[src/rtl/windowed_peak_differential_meter_core_macros.svh]
// assertion helpers shared by the meter rtl
`ifndef WINDOWED_PEAK_DIFFERENTIAL_METER_CORE_MACROS_SVH
`define WINDOWED_PEAK_DIFFERENTIAL_METER_CORE_MACROS_SVH

// property that must hold on every clock edge out of reset
`define WPDM_ASSERT(lbl, expr, msg) \
    lbl: assert property (@(posedge clk) disable iff (!rst_n) (expr)) else $error(msg);

// property whose consequent must hold in the cycle after the antecedent
`define WPDM_ASSERT_NEXT(lbl, ante, cons, msg) \
    lbl: assert property (@(posedge clk) disable iff (!rst_n) (ante) |=> (cons)) \
        else $error(msg);

`endif

[src/rtl/wpdm_pkg.sv]
`default_nettype none

package wpdm_pkg;

    // field widths
    localparam int ADC_BITS    = 12;
    localparam int RAW_W       = 12;
    localparam int SCALE_W     = 16;
    localparam int AMP_W       = 12;
    localparam int MILLI_W     = 10;
    localparam int CFG_INDEX_W = 1;
    localparam int CFG_DATA_W  = 16;

    // sizing and arithmetic constants
    localparam int WINDOW_DEFAULT = 200;
    localparam int ADC_FULL       = (1 << ADC_BITS) - 1;
    localparam int PROD_W         = ADC_BITS + SCALE_W;
    localparam int MILLI_PROD_W   = ADC_BITS + MILLI_W;
    localparam logic [SCALE_W-1:0] MILLI_SCALE      = SCALE_W'(1000);
    localparam logic [SCALE_W-1:0] LOW_SCALE_RESET  = SCALE_W'(12234);
    localparam logic [SCALE_W-1:0] HIGH_SCALE_RESET = SCALE_W'(45754);

    // register indexes
    localparam logic [CFG_INDEX_W-1:0] CFG_LOW_SCALE  = 1'b0;
    localparam logic [CFG_INDEX_W-1:0] CFG_HIGH_SCALE = 1'b1;

    // opcodes
    localparam logic OP_STORE = 1'b0;
    localparam logic OP_READ  = 1'b1;

    typedef logic [ADC_BITS-1:0] sample_t;

    typedef struct packed {
        sample_t low_line;
        sample_t low_neutral;
        sample_t high_line;
        sample_t high_neutral;
    } sample_set_t;

    typedef struct packed {
        sample_t             a;
        logic [SCALE_W-1:0]  b;
    } mul_op_t;

    typedef struct packed {
        logic [AMP_W-1:0]   low_amplitude;
        logic [MILLI_W-1:0] low_line_milli;
        logic [MILLI_W-1:0] low_neutral_milli;
        logic [AMP_W-1:0]   high_amplitude;
        logic [MILLI_W-1:0] high_line_milli;
        logic [MILLI_W-1:0] high_neutral_milli;
    } report_t;

    function automatic sample_t abs_diff(sample_t x, sample_t y);
        return (x >= y) ? (x - y) : (y - x);
    endfunction

endpackage

`default_nettype wire

[src/rtl/wpdm_mul_unit.sv]
`default_nettype none

module wpdm_mul_unit (
    input  wire logic                          clk,
    input  wire wpdm_pkg::mul_op_t             op,
    output logic [wpdm_pkg::AMP_W-1:0]         amp,
    output logic [wpdm_pkg::MILLI_W-1:0]       milli
);

    logic [wpdm_pkg::PROD_W-1:0]       prod_reg;
    logic [wpdm_pkg::MILLI_PROD_W-1:0] x;
    logic [wpdm_pkg::MILLI_W-1:0]      q0;
    logic [wpdm_pkg::ADC_BITS:0]       rem;
    logic                              fix;

    // shared multiplier, product registered every cycle
    always_ff @(posedge clk)
    begin
        prod_reg <= wpdm_pkg::PROD_W'(op.a) * wpdm_pkg::PROD_W'(op.b);
    end

    // amplitude is the q16 product shifted down
    assign amp = prod_reg[wpdm_pkg::SCALE_W +: wpdm_pkg::AMP_W];

    // divide by full scale: x = q0*full + (low bits + q0), one correction step
    assign x     = prod_reg[wpdm_pkg::MILLI_PROD_W-1:0];
    assign q0    = x[wpdm_pkg::MILLI_PROD_W-1 -: wpdm_pkg::MILLI_W];
    assign rem   = {1'b0, x[wpdm_pkg::ADC_BITS-1:0]} + (wpdm_pkg::ADC_BITS+1)'(q0);
    assign fix   = (rem >= (wpdm_pkg::ADC_BITS+1)'(wpdm_pkg::ADC_FULL));
    assign milli = q0 + wpdm_pkg::MILLI_W'(fix);

endmodule

`default_nettype wire

[config.mk]
export PLATFORM = sky130hd
export DESIGN_NAME = wpdm_mul_unit
export DESIGN_NICKNAME = d
export VERILOG_FILES = /design/src/rtl/windowed_peak_differential_meter_core_macros.svh /design/src/rtl/wpdm_pkg.sv /design/src/rtl/wpdm_mul_unit.sv
export SDC_FILE = /design/constraint.sdc
export NUM_CORES = 1
export LEC_CHECK = 0
export BUFFER_PORTS_ARGS = -buffer_cell sky130_fd_sc_hd__buf_2
export CAP_MARGIN = 0
export CORE_MARGIN = 2
export CORE_UTILIZATION = 45
export DETAILED_ROUTE_END_ITERATION = 8
export MAX_ROUTING_LAYER = met4
export PLACE_DENSITY = 0.67
export SYNTH_ARGS = -nofsm -noshare
export SYNTH_HDL_FRONTEND = slang
export SYNTH_SLANG_ARGS = --single-unit
[constraint.sdc]
create_clock -name clk -period 4.74 [get_ports clk]
set_input_delay 0.474 -clock clk [delete_from_list [all_inputs] [get_ports clk]]
set_output_delay 0.474 -clock clk [all_outputs]
set_load 0.02 [all_outputs]
Yosys cells after proc, flatten, opt, wreduce, memory -nomap -nowiden
Index checks and enable logic that the tools add are counted.

Add/sub/neg operators: 2. Multiply operators: 1. Order comparisons: 1.

Operators by type and width (count): multiplier 12 x 16 -> 28 bit (1); adder 12 x 10 -> 13 bit (1); greater-or-equal comparator 13 x 12 -> 1 bit (second input constant) (1); adder 10 x 1 -> 10 bit (1).

Flip-flop bits (word level): 28. Input port bits: 29. Output and inout bits: 22.

Depth between registers and ports, before layout
Gate-level depths: netlist of the first run.

Depth after elaboration: 3. Depth in mapped cells: 20. Mapped depth without buffers: 19.

Worst setup path before layout of the first run
No wires, ideal clock.

Path kind: input port to flip-flop. Start point: in op[22] (netlist name). End point: reg prod_reg[20] (netlist name). Setup time: 0.072 ns. Arrival: 4.971 ns. Data required time: 4.668 ns. Path slack: -0.303 ns. Cell stages on the path: 18. Path through: clkbuf_1 nand2_1 fa_1 inv_1 fa_1 fa_1 fa_1 inv_1 fa_1 inv_1 ha_1 a21oi_2 o21ai_1 a211o_1 a21oi_2 o31ai_1 a21oi_1 xnor2_1.

Word-level cells in the longest chain between the ends: 1.

RTL lines: from (decl) (RTL line wpdm_mul_unit.sv:5) `input wire wpdm_pkg::mul_op_t op,`; multiplier 12 x 16 -> 28 bit (RTL line wpdm_mul_unit.sv:19) `prod_reg <= wpdm_pkg::PROD_W'(op.a) * wpdm_pkg::PROD_W'(op.b);`; to (signal assigned) (RTL line wpdm_mul_unit.sv:19); to (decl) (RTL line wpdm_mul_unit.sv:10) `logic [wpdm_pkg::PROD_W-1:0] prod_reg;`.

No other way between the ends.

Worst setup path after layout of the first run
Start point: in op[27] (netlist name). End point: reg prod_reg[24] (netlist name).

The elaborated chain is that of the path after synthesis.

==> results of run 1 <==
cells by family (layout without fill, tap and decap cells):
kind of cell,after synthesis,count (layout)
simple gates,261,261
buf+inv,224,340
fa+ha+maj,219,219
compound gates,87,87
xor+xnor,34,34
flops,28,28
mux,1,1
metal layers:
layer	vias up	part of all wire, %	GRT usage [%]
met4	0	1.4	3.17
met3	22	1.7	1.53
met1	3011	42	24.4
li1	2815	-	-
met5	-	0	-
met2	67	55	38.4
worst max-delay path: stages:
cell                      delay, ns
sky130_fd_sc_hd__buf_12        0.11
sky130_fd_sc_hd__buf_4         0.13
sky130_fd_sc_hd__and2_1        0.14
sky130_fd_sc_hd__fa_1          0.50
sky130_fd_sc_hd__inv_1         0.06
sky130_fd_sc_hd__fa_1          0.53
sky130_fd_sc_hd__inv_1         0.05
sky130_fd_sc_hd__fa_1          0.47
sky130_fd_sc_hd__fa_1          0.50
sky130_fd_sc_hd__inv_1         0.05
sky130_fd_sc_hd__fa_1          0.49
sky130_fd_sc_hd__inv_2         0.05
sky130_fd_sc_hd__ha_4          0.26
sky130_fd_sc_hd__nand3_2       0.08
sky130_fd_sc_hd__or3_4         0.40
sky130_fd_sc_hd__o31ai_2       0.25
sky130_fd_sc_hd__a21oi_1       0.11
sky130_fd_sc_hd__xnor2_1       0.13
placed cells by master (no fill, tap or decap), types with 3 or more instances in the layout:
cell type,netlist,routed
sky130_fd_sc_hd__dfxtp_1,28,28
sky130_fd_sc_hd__and2_1,69,59
sky130_fd_sc_hd__and2_4,0,11
sky130_fd_sc_hd__ha_4,0,15
sky130_fd_sc_hd__buf_2,3,31
sky130_fd_sc_hd__nand4_1,4,4
sky130_fd_sc_hd__nand3_1,14,13
sky130_fd_sc_hd__nand2b_1,3,3
sky130_fd_sc_hd__o21a_1,4,4
sky130_fd_sc_hd__fa_2,0,8
sky130_fd_sc_hd__buf_6,0,15
sky130_fd_sc_hd__a41oi_2,1,3
sky130_fd_sc_hd__ha_1,78,61
sky130_fd_sc_hd__nor2_1,13,12
sky130_fd_sc_hd__xor2_1,11,11
sky130_fd_sc_hd__nand2_2,0,7
sky130_fd_sc_hd__clkbuf_16,0,3
sky130_fd_sc_hd__fa_1,141,133
sky130_fd_sc_hd__buf_12,0,3
sky130_fd_sc_hd__o21ai_0,7,7
sky130_fd_sc_hd__a21o_1,9,9
sky130_fd_sc_hd__inv_2,0,13
sky130_fd_sc_hd__inv_1,180,167
sky130_fd_sc_hd__and3_1,5,5
sky130_fd_sc_hd__a21oi_2,3,11
sky130_fd_sc_hd__nand2_1,144,137
sky130_fd_sc_hd__xnor2_1,23,22
sky130_fd_sc_hd__a21oi_4,1,3
sky130_fd_sc_hd__buf_4,12,103
sky130_fd_sc_hd__a211oi_1,3,3
sky130_fd_sc_hd__o21ai_2,4,3
sky130_fd_sc_hd__a21oi_1,23,13
cells in the mapped netlist (3+ instances only):
cell type	instances	area, um^2
sky130_fd_sc_hd__xor2_1	11	96.3
sky130_fd_sc_hd__and2_1	69	432
sky130_fd_sc_hd__nor2b_1	3	18.8
sky130_fd_sc_hd__a21oi_1	23	115
sky130_fd_sc_hd__inv_1	180	676
sky130_fd_sc_hd__o21a_1	4	30.0
sky130_fd_sc_hd__o21ai_0	7	35.0
sky130_fd_sc_hd__nand2_1	144	541
sky130_fd_sc_hd__o21ai_2	4	35.0
sky130_fd_sc_hd__clkbuf_1	28	105
sky130_fd_sc_hd__nand2b_1	3	18.8
sky130_fd_sc_hd__a21o_1	9	67.6
sky130_fd_sc_hd__o31ai_1	3	22.5
sky130_fd_sc_hd__nor2_1	13	48.8
sky130_fd_sc_hd__a211oi_1	3	22.5
sky130_fd_sc_hd__nand3_1	14	70.1
sky130_fd_sc_hd__nand4_1	4	25.0
sky130_fd_sc_hd__and3_1	5	31.3
sky130_fd_sc_hd__fa_1	141	2820
sky130_fd_sc_hd__buf_2	3	15.0
sky130_fd_sc_hd__ha_1	78	976
sky130_fd_sc_hd__dfxtp_1	28	561
sky130_fd_sc_hd__xnor2_1	23	201
sky130_fd_sc_hd__buf_4	12	90.1
sky130_fd_sc_hd__a21oi_2	3	26.3
layout make-up:
| type | count | area, um^2 |
|---|---|---|
| Inverter | 180 | 676 |
| Sequential cell | 28 | 561 |
| Tap cell | 220 | 275 |
| Timing Repair Buffer | 156 | 1200 |
| Multi-Input combinational cell | 602 | 6430 |
| Fill cell | 1488 | 7170 |
| Clock buffer | 4 | 88.8 |
per-stage QoR:
stage                     instances  worst slack [ns]  utilization (%)  area [um^2]
after floorplan                 854          0.000544                -         7670
after global placement         1178            -0.331             52.6         8630
after detailed placement       1178            -0.380             52.6         8630
after CTS                      1182           0.00334             53.3         8750
after global routing           1190           -0.0970             56.3         9240
final                          1190             0.112             56.3         9240
final timing paths:
kind | end | slack, ns | cells past startpoint
min | prod_reg[0] | 0.71 | 3
max | prod_reg[24] | 0.11 | 18
repair_timing:
| action | 4_1_cts | 5_1_grt |
|---|---|---|
| pin swaps | 4 | 67 |
| hold endpoints to repair | 0 | 0 |
| gates resized for setup | 11 | 114 |
| setup buffers | 0 | 8 |
| setup endpoints to repair | 10 | 11 |
==> impl_metrics.xml, run 1 <==
<?xml version="1.0" encoding="UTF-8"?>
<metrics>
  <group name="synth">
    <metric name="synth_top_flop_cell" unit="">sky130_fd_sc_hd__dfxtp_1</metric>
    <metric name="synthMuxAreaShare" unit="%">0.134</metric>
    <metric name="synth_top_family_by_area" unit="">adder cells</metric>
    <metric name="seq_area_frac_synth" unit="%">7.50</metric>
    <metric name="asyncSetResetFlopFracSynth" unit="%">0</metric>
    <metric name="synth.ff_latch_count" unit="">28</metric>
    <metric name="synth_warnings" unit="">0</metric>
    <metric name="syn_area" unit="um^2">7470</metric>
    <metric name="ys_types" unit="">57</metric>
    <metric name="syn_avg_cell_area" unit="um^2">8.75</metric>
    <metric name="synth_fa_ha_area_share" unit="%">50.8</metric>
    <metric name="synth_nets" unit="">1102</metric>
    <metric name="synthSimpleGateAreaFrac" unit="%">16.4</metric>
    <metric name="synth_enable_flop_cells" unit="">0</metric>
    <metric name="synthXorXnorAreaFrac" unit="%">3.99</metric>
    <metric name="synth_compound_gate_area_share" unit="%">9.26</metric>
    <metric name="syn_inst" unit="">854</metric>
  </group>
  <group name="worst_setup_path">
    <metric name="critPathMaxFanout" unit="">7</metric>
    <metric name="critPathArrivalTime" unit="ns">4.78</metric>
    <metric name="critical_path_class" unit="">primary input to register</metric>
    <metric name="cp-startpoint" unit="">op[27]</metric>
    <metric name="critical_path_required" unit="ns">4.89</metric>
    <metric name="critPathCaptureType" unit="">register</metric>
    <metric name="element_type_at_the_critical_path_start" unit="">primary input</metric>
  </group>
  <group name="floorplan">
    <metric name="initial_utilization" unit="%">45.5</metric>
    <metric name="core.rowCount" unit="">47</metric>
    <metric name="floorplan.die.height" unit="um">133</metric>
    <metric name="die_x" unit="um">133</metric>
    <metric name="fp.coreArea" unit="um^2">16400</metric>
    <metric name="floorplan.die_area" unit="um^2">17700</metric>
    <metric name="io_pins" unit="">51</metric>
  </group>
  <group name="final_layout">
    <metric name="nNetsFinal" unit="">1219</metric>
    <metric name="largest_register_ff_count" unit="">28</metric>
    <metric name="antenna_cells" unit="">0</metric>
    <metric name="final_layout_size_suffix_gt1_share" unit="%">26.4</metric>
    <metric name="layout-area-overhead-vs-synth" unit="%">23.6</metric>
  </group>
  <group name="timing">
    <metric name="max_freq" unit="GHz">0.216</metric>
    <metric name="max_slew_margin" unit="%">75.9</metric>
    <metric name="period_minus_slack" unit="ns">4.63</metric>
    <metric name="setup_viol_count_final" unit="">0</metric>
    <metric name="finalHoldWorstSlack" unit="ns">0.712</metric>
    <metric name="max_slew.worst_pin.slew" unit="ns">0.357</metric>
    <metric name="rsz0062_at_grt" unit="">yes</metric>
    <metric name="finalHoldViolCount" unit="">0</metric>
    <metric name="drv_slew" unit="">0</metric>
    <metric name="setup_total_negative_slack" unit="ns">0</metric>
    <metric name="period_share" unit="%">97.6</metric>
  </group>
  <group name="drt">
    <metric name="postRouteAntennaNets" unit="">0</metric>
    <metric name="drt-pass1-iter-count" unit="">4</metric>
    <metric name="finalWirelength" unit="um">16400</metric>
    <metric name="route.vias.total" unit="">5915</metric>
    <metric name="detail_route.drc_violations" unit="">0</metric>
    <metric name="drt_iter0_markers" unit="">206</metric>
    <metric name="post_drt_via_cell_ratio" unit="">4.97</metric>
    <metric name="routedWlPerCell" unit="um">13.8</metric>
  </group>
  <group name="hold_path">
    <metric name="holdCritPathClass" unit="">primary input to register</metric>
    <metric name="min_from" unit="">op[0]</metric>
  </group>
  <group name="clocking">
    <metric name="clock_tree.root_cell" unit="">sky130_fd_sc_hd__clkbuf_16</metric>
    <metric name="tritoncts_sinks" unit="">28</metric>
    <metric name="clock_tree_from_tritoncts" unit="">yes</metric>
    <metric name="holdBufCountCts" unit="">0</metric>
    <metric name="cts_buffers" unit="">3</metric>
    <metric name="cts.path.max_buffers" unit="">2</metric>
    <metric name="clock_tree.htree_level_count" unit="">1</metric>
    <metric name="cts.clk_slew.worst_paths" unit="ns">0.06</metric>
  </group>
  <group name="place">
    <metric name="port_buffers" unit="">50</metric>
    <metric name="detailedPlacementHpwl" unit="um">14200</metric>
    <metric name="globalplace.congestion" unit="">0.887</metric>
  </group>
  <group name="global_routing">
    <metric name="largest_net_degree_at_the_start_of_global_routing" unit="">17</metric>
    <metric name="gr_util_all_layers" unit="%">20.4</metric>
    <metric name="grt_antenna_before_repair" unit="">0</metric>
    <metric name="grt_pass1_wl" unit="um">29200</metric>
    <metric name="grt_pass1_vias" unit="">6522</metric>
    <metric name="grt_overflow_total" unit="">0</metric>
  </group>
  <group name="flow_run">
    <metric name="cap_violations" unit="">0</metric>
  </group>
  <group name="status">
    <metric name="status" unit="">complete, no violations</metric>
  </group>
</metrics>
Power of run 1 is left out: the tool's default activity adds up to more than one toggle a clock period on the data nets, which glitch-free logic cannot reach.
==> run 2: changes to the inputs <==
--- a/config.mk
+++ b/config.mk
@@ -5,6 +5,7 @@
 export SDC_FILE = /design/constraint.sdc
 export NUM_CORES = 1
 export LEC_CHECK = 0
+export ABC_AREA = 1
 export BUFFER_PORTS_ARGS = -buffer_cell sky130_fd_sc_hd__buf_2
 export CAP_MARGIN = 0
 export CORE_MARGIN = 2
==> run 2 against run 1 <==
- global-route usage rose by 0.80 points
- cell count increased by 17%
- die area up 5.3%
- utilization fell by 3.4 points
- highest routed layer unchanged
- largest cell class unchanged
- maximum frequency increased by 1.8%
==> impl_metrics.xml, run 2 <==
<?xml version="1.0" encoding="UTF-8"?>
<metrics>
  <group name="status">
    <metric name="status" unit="">complete, no violations</metric>
  </group>
  <group name="clocking">
    <metric name="cts.clk_slew.worst_paths" unit="ns">0.07</metric>
    <metric name="cts.path.max_buffers" unit="">2</metric>
    <metric name="clock_tree.htree_level_count" unit="">1</metric>
    <metric name="cts_buffers" unit="">3</metric>
    <metric name="holdBufCountCts" unit="">0</metric>
    <metric name="clock_tree_from_tritoncts" unit="">yes</metric>
    <metric name="tritoncts_sinks" unit="">28</metric>
    <metric name="clock_tree.root_cell" unit="">sky130_fd_sc_hd__clkbuf_16</metric>
  </group>
  <group name="worst_setup_path">
    <metric name="crit_path_cell_trace" unit="">buf_2 &gt; nand2_1 &gt; fa_1 &gt; inv_1 &gt; fa_1 &gt; fa_1 &gt; fa_1 &gt; inv_1 &gt; fa_1 &gt; inv_1 &gt; ha_1 &gt; nand2_1 &gt; nor2_2 &gt; nand4_1 &gt; o21ai_2 &gt; buf_4 &gt; xor2_1</metric>
    <metric name="critPathMaxFanout" unit="">8</metric>
    <metric name="critical_path_required" unit="ns">4.93</metric>
    <metric name="element_type_at_the_critical_path_start" unit="">primary input</metric>
    <metric name="critical_path_class" unit="">primary input to register</metric>
    <metric name="crit_path_top_delay_cell" unit="">sky130_fd_sc_hd__fa_1</metric>
    <metric name="critPathCaptureType" unit="">register</metric>
    <metric name="timing.critical_path.mode_cell" unit="">sky130_fd_sc_hd__fa_1</metric>
    <metric name="worst_path_largest_cell_delay" unit="ns">0.55</metric>
    <metric name="critPathArrivalTime" unit="ns">4.73</metric>
  </group>
  <group name="place">
    <metric name="globalplace.congestion" unit="">0.897</metric>
    <metric name="detailedPlacementHpwl" unit="um">15500</metric>
    <metric name="port_buffers" unit="">50</metric>
    <metric name="dpl.cell_count" unit="">1382</metric>
    <metric name="detailed_place.area" unit="um^2">8830</metric>
    <metric name="preCtsSetupSlack" unit="ns">-0.220</metric>
  </group>
  <group name="timing">
    <metric name="drv_slew" unit="">0</metric>
    <metric name="finalHoldViolCount" unit="">0</metric>
    <metric name="max_slew.worst_pin.slew" unit="ns">0.333</metric>
    <metric name="timing.final.ws_setup" unit="ns">0.196</metric>
    <metric name="max_freq" unit="GHz">0.220</metric>
    <metric name="setup_viol_count_final" unit="">0</metric>
    <metric name="period_share" unit="%">95.9</metric>
    <metric name="max_slew_margin" unit="%">77.8</metric>
    <metric name="period_minus_slack" unit="ns">4.54</metric>
  </group>
  <group name="synth">
    <metric name="synth_top_area_share" unit="%">35.8</metric>
    <metric name="synth_warnings" unit="">0</metric>
    <metric name="netlist_top_cells_count" unit="">sky130_fd_sc_hd__nand2_1 (307), sky130_fd_sc_hd__inv_1 (293), sky130_fd_sc_hd__fa_1 (141)</metric>
    <metric name="synth.ff_latch_count" unit="">28</metric>
    <metric name="synth_enable_flop_cells" unit="">0</metric>
    <metric name="seq_area_frac_synth" unit="%">7.12</metric>
    <metric name="ys_types" unit="">32</metric>
    <metric name="asyncSetResetFlopFracSynth" unit="%">0</metric>
    <metric name="netlist.top_cell.by_area" unit="">sky130_fd_sc_hd__fa_1</metric>
    <metric name="synth.area.top_cells" unit="">sky130_fd_sc_hd__fa_1 (36%), sky130_fd_sc_hd__nand2_1 (15%), sky130_fd_sc_hd__inv_1 (14%), sky130_fd_sc_hd__ha_1 (12%), sky130_fd_sc_hd__dfxtp_1 (7.1%)</metric>
    <metric name="synth_nets" unit="">1324</metric>
    <metric name="syn_avg_cell_area" unit="um^2">7.32</metric>
    <metric name="synth_top_flop_cell" unit="">sky130_fd_sc_hd__dfxtp_1</metric>
    <metric name="syn_area" unit="um^2">7880</metric>
    <metric name="most_frequently_used_cell_type_in_the_post_synthesis_netlist" unit="">sky130_fd_sc_hd__nand2_1</metric>
    <metric name="syn_inst" unit="">1076</metric>
  </group>
  <group name="final_layout">
    <metric name="num-fill-cells" unit="">1717</metric>
    <metric name="leading_cell_type_in_the_layout_fill_and_taps_excluded" unit="">sky130_fd_sc_hd__nand2_1</metric>
    <metric name="layout.cells.most_common_list" unit="">sky130_fd_sc_hd__nand2_1 (306), sky130_fd_sc_hd__inv_1 (293), sky130_fd_sc_hd__fa_1 (141)</metric>
    <metric name="largest_register_ff_count" unit="">28</metric>
    <metric name="layout.area.seq" unit="um^2">561</metric>
    <metric name="utilization" unit="%">52.9</metric>
    <metric name="finish.instance_area" unit="um^2">9090</metric>
    <metric name="layout-area-overhead-vs-synth" unit="%">15.4</metric>
    <metric name="instances_no_fill" unit="">1388</metric>
    <metric name="final_layout_size_suffix_gt1_share" unit="%">15.0</metric>
    <metric name="multiInputGateArea" unit="um^2">6110</metric>
    <metric name="nNetsFinal" unit="">1412</metric>
    <metric name="antenna_cells" unit="">0</metric>
  </group>
  <group name="global_routing">
    <metric name="gr_util_all_layers" unit="%">21.3</metric>
    <metric name="grt_overflow_total" unit="">0</metric>
    <metric name="grt_antenna_before_repair" unit="">0</metric>
    <metric name="global_route.usage.met2" unit="%">38.8</metric>
    <metric name="gr-usage-met3" unit="%">1.34</metric>
    <metric name="largest_net_degree_at_the_start_of_global_routing" unit="">17</metric>
    <metric name="grt_pass1_vias" unit="">6831</metric>
    <metric name="grt_pass1_wl" unit="um">31100</metric>
    <metric name="grt_most_used_layer" unit="">met2</metric>
    <metric name="global_route.usage.met1" unit="%">26.2</metric>
  </group>
  <group name="drt">
    <metric name="routedWlPerCell" unit="um">12.6</metric>
    <metric name="detail_route.drc_violations" unit="">0</metric>
    <metric name="drt-pass1-iter-count" unit="">5</metric>
    <metric name="drt_iter0_markers" unit="">271</metric>
    <metric name="post_drt_via_cell_ratio" unit="">4.78</metric>
    <metric name="postRouteAntennaNets" unit="">0</metric>
    <metric name="route.vias.total" unit="">6629</metric>
    <metric name="finalWirelength" unit="um">17600</metric>
  </group>
  <group name="floorplan">
    <metric name="initial_utilization" unit="%">45.9</metric>
    <metric name="floorplan.die_area" unit="um^2">18600</metric>
    <metric name="fp.coreArea" unit="um^2">17200</metric>
    <metric name="floorplan.die.height" unit="um">136</metric>
    <metric name="core.rowCount" unit="">48</metric>
    <metric name="die_x" unit="um">136</metric>
    <metric name="io_pins" unit="">51</metric>
  </group>
  <group name="flow_run">
    <metric name="cap_violations" unit="">0</metric>
  </group>
  <group name="hold_path">
    <metric name="holdCritPathClass" unit="">primary input to register</metric>
  </group>
</metrics>
-- run 2: critical path: cells and delay by family --
family                     cells  cell delay, ns
xor gates and xnor gates       1            0.16
buffers and inverters          5            0.48
AOI/OAI and AO/OA              1            0.19
and+or+nand+nor                4            0.47
adders and majority gates      6            2.94
-- run 2: cells by family after synthesis --
family | after synthesis | share of synthesized area, %
flip-flops | 28 | 7.12
adder cells (fa/ha/maj) | 219 | 48.2
AND/OR/NAND/NOR | 401 | 20.6
AO/OA/AOI/OAI | 54 | 3.86
buffers and inverters | 347 | 17.1
XOR/XNOR | 27 | 3.10
-- run 2: through the flow --
stage	TNS [ns]	hold WS, ns
after global placement	-1.40	0.870
final	0	0.606
after floorplan	0	0.572
after global routing	-0.00474	0.623
after CTS	0	0.601
after detailed placement	-2.38	0.872
-- run 2: worst paths after layout --
path    from      endpoint  slack (ns)  depth (start not counted)
max    op[9]  prod_reg[17]        0.20                         17
min   op[16]   prod_reg[0]        0.61                          3
-- run 2: area by class of cell --
class	instances	area share (%)
multi-input cells	701	67.2
inverters	294	12.1
well taps	225	3.10
clock buffers	3	0.826
repair buffers	136	10.2
clock inverters	1	0.330
flip-flops and latches	28	6.17
-- run 2: per-layer routing --
metal	share of wire (%)	up-vias
li1	-	3270
met1	44	3224
met2	52	105
met3	2.4	30
met4	2.1	0
met5	0	-
-- run 2: repair_timing --
action,4_1_cts,5_1_grt
setup endpoints to repair,0,16
gates resized for setup,0,32
buffers inserted,0,2
Power of run 2 is left out for the same reason.
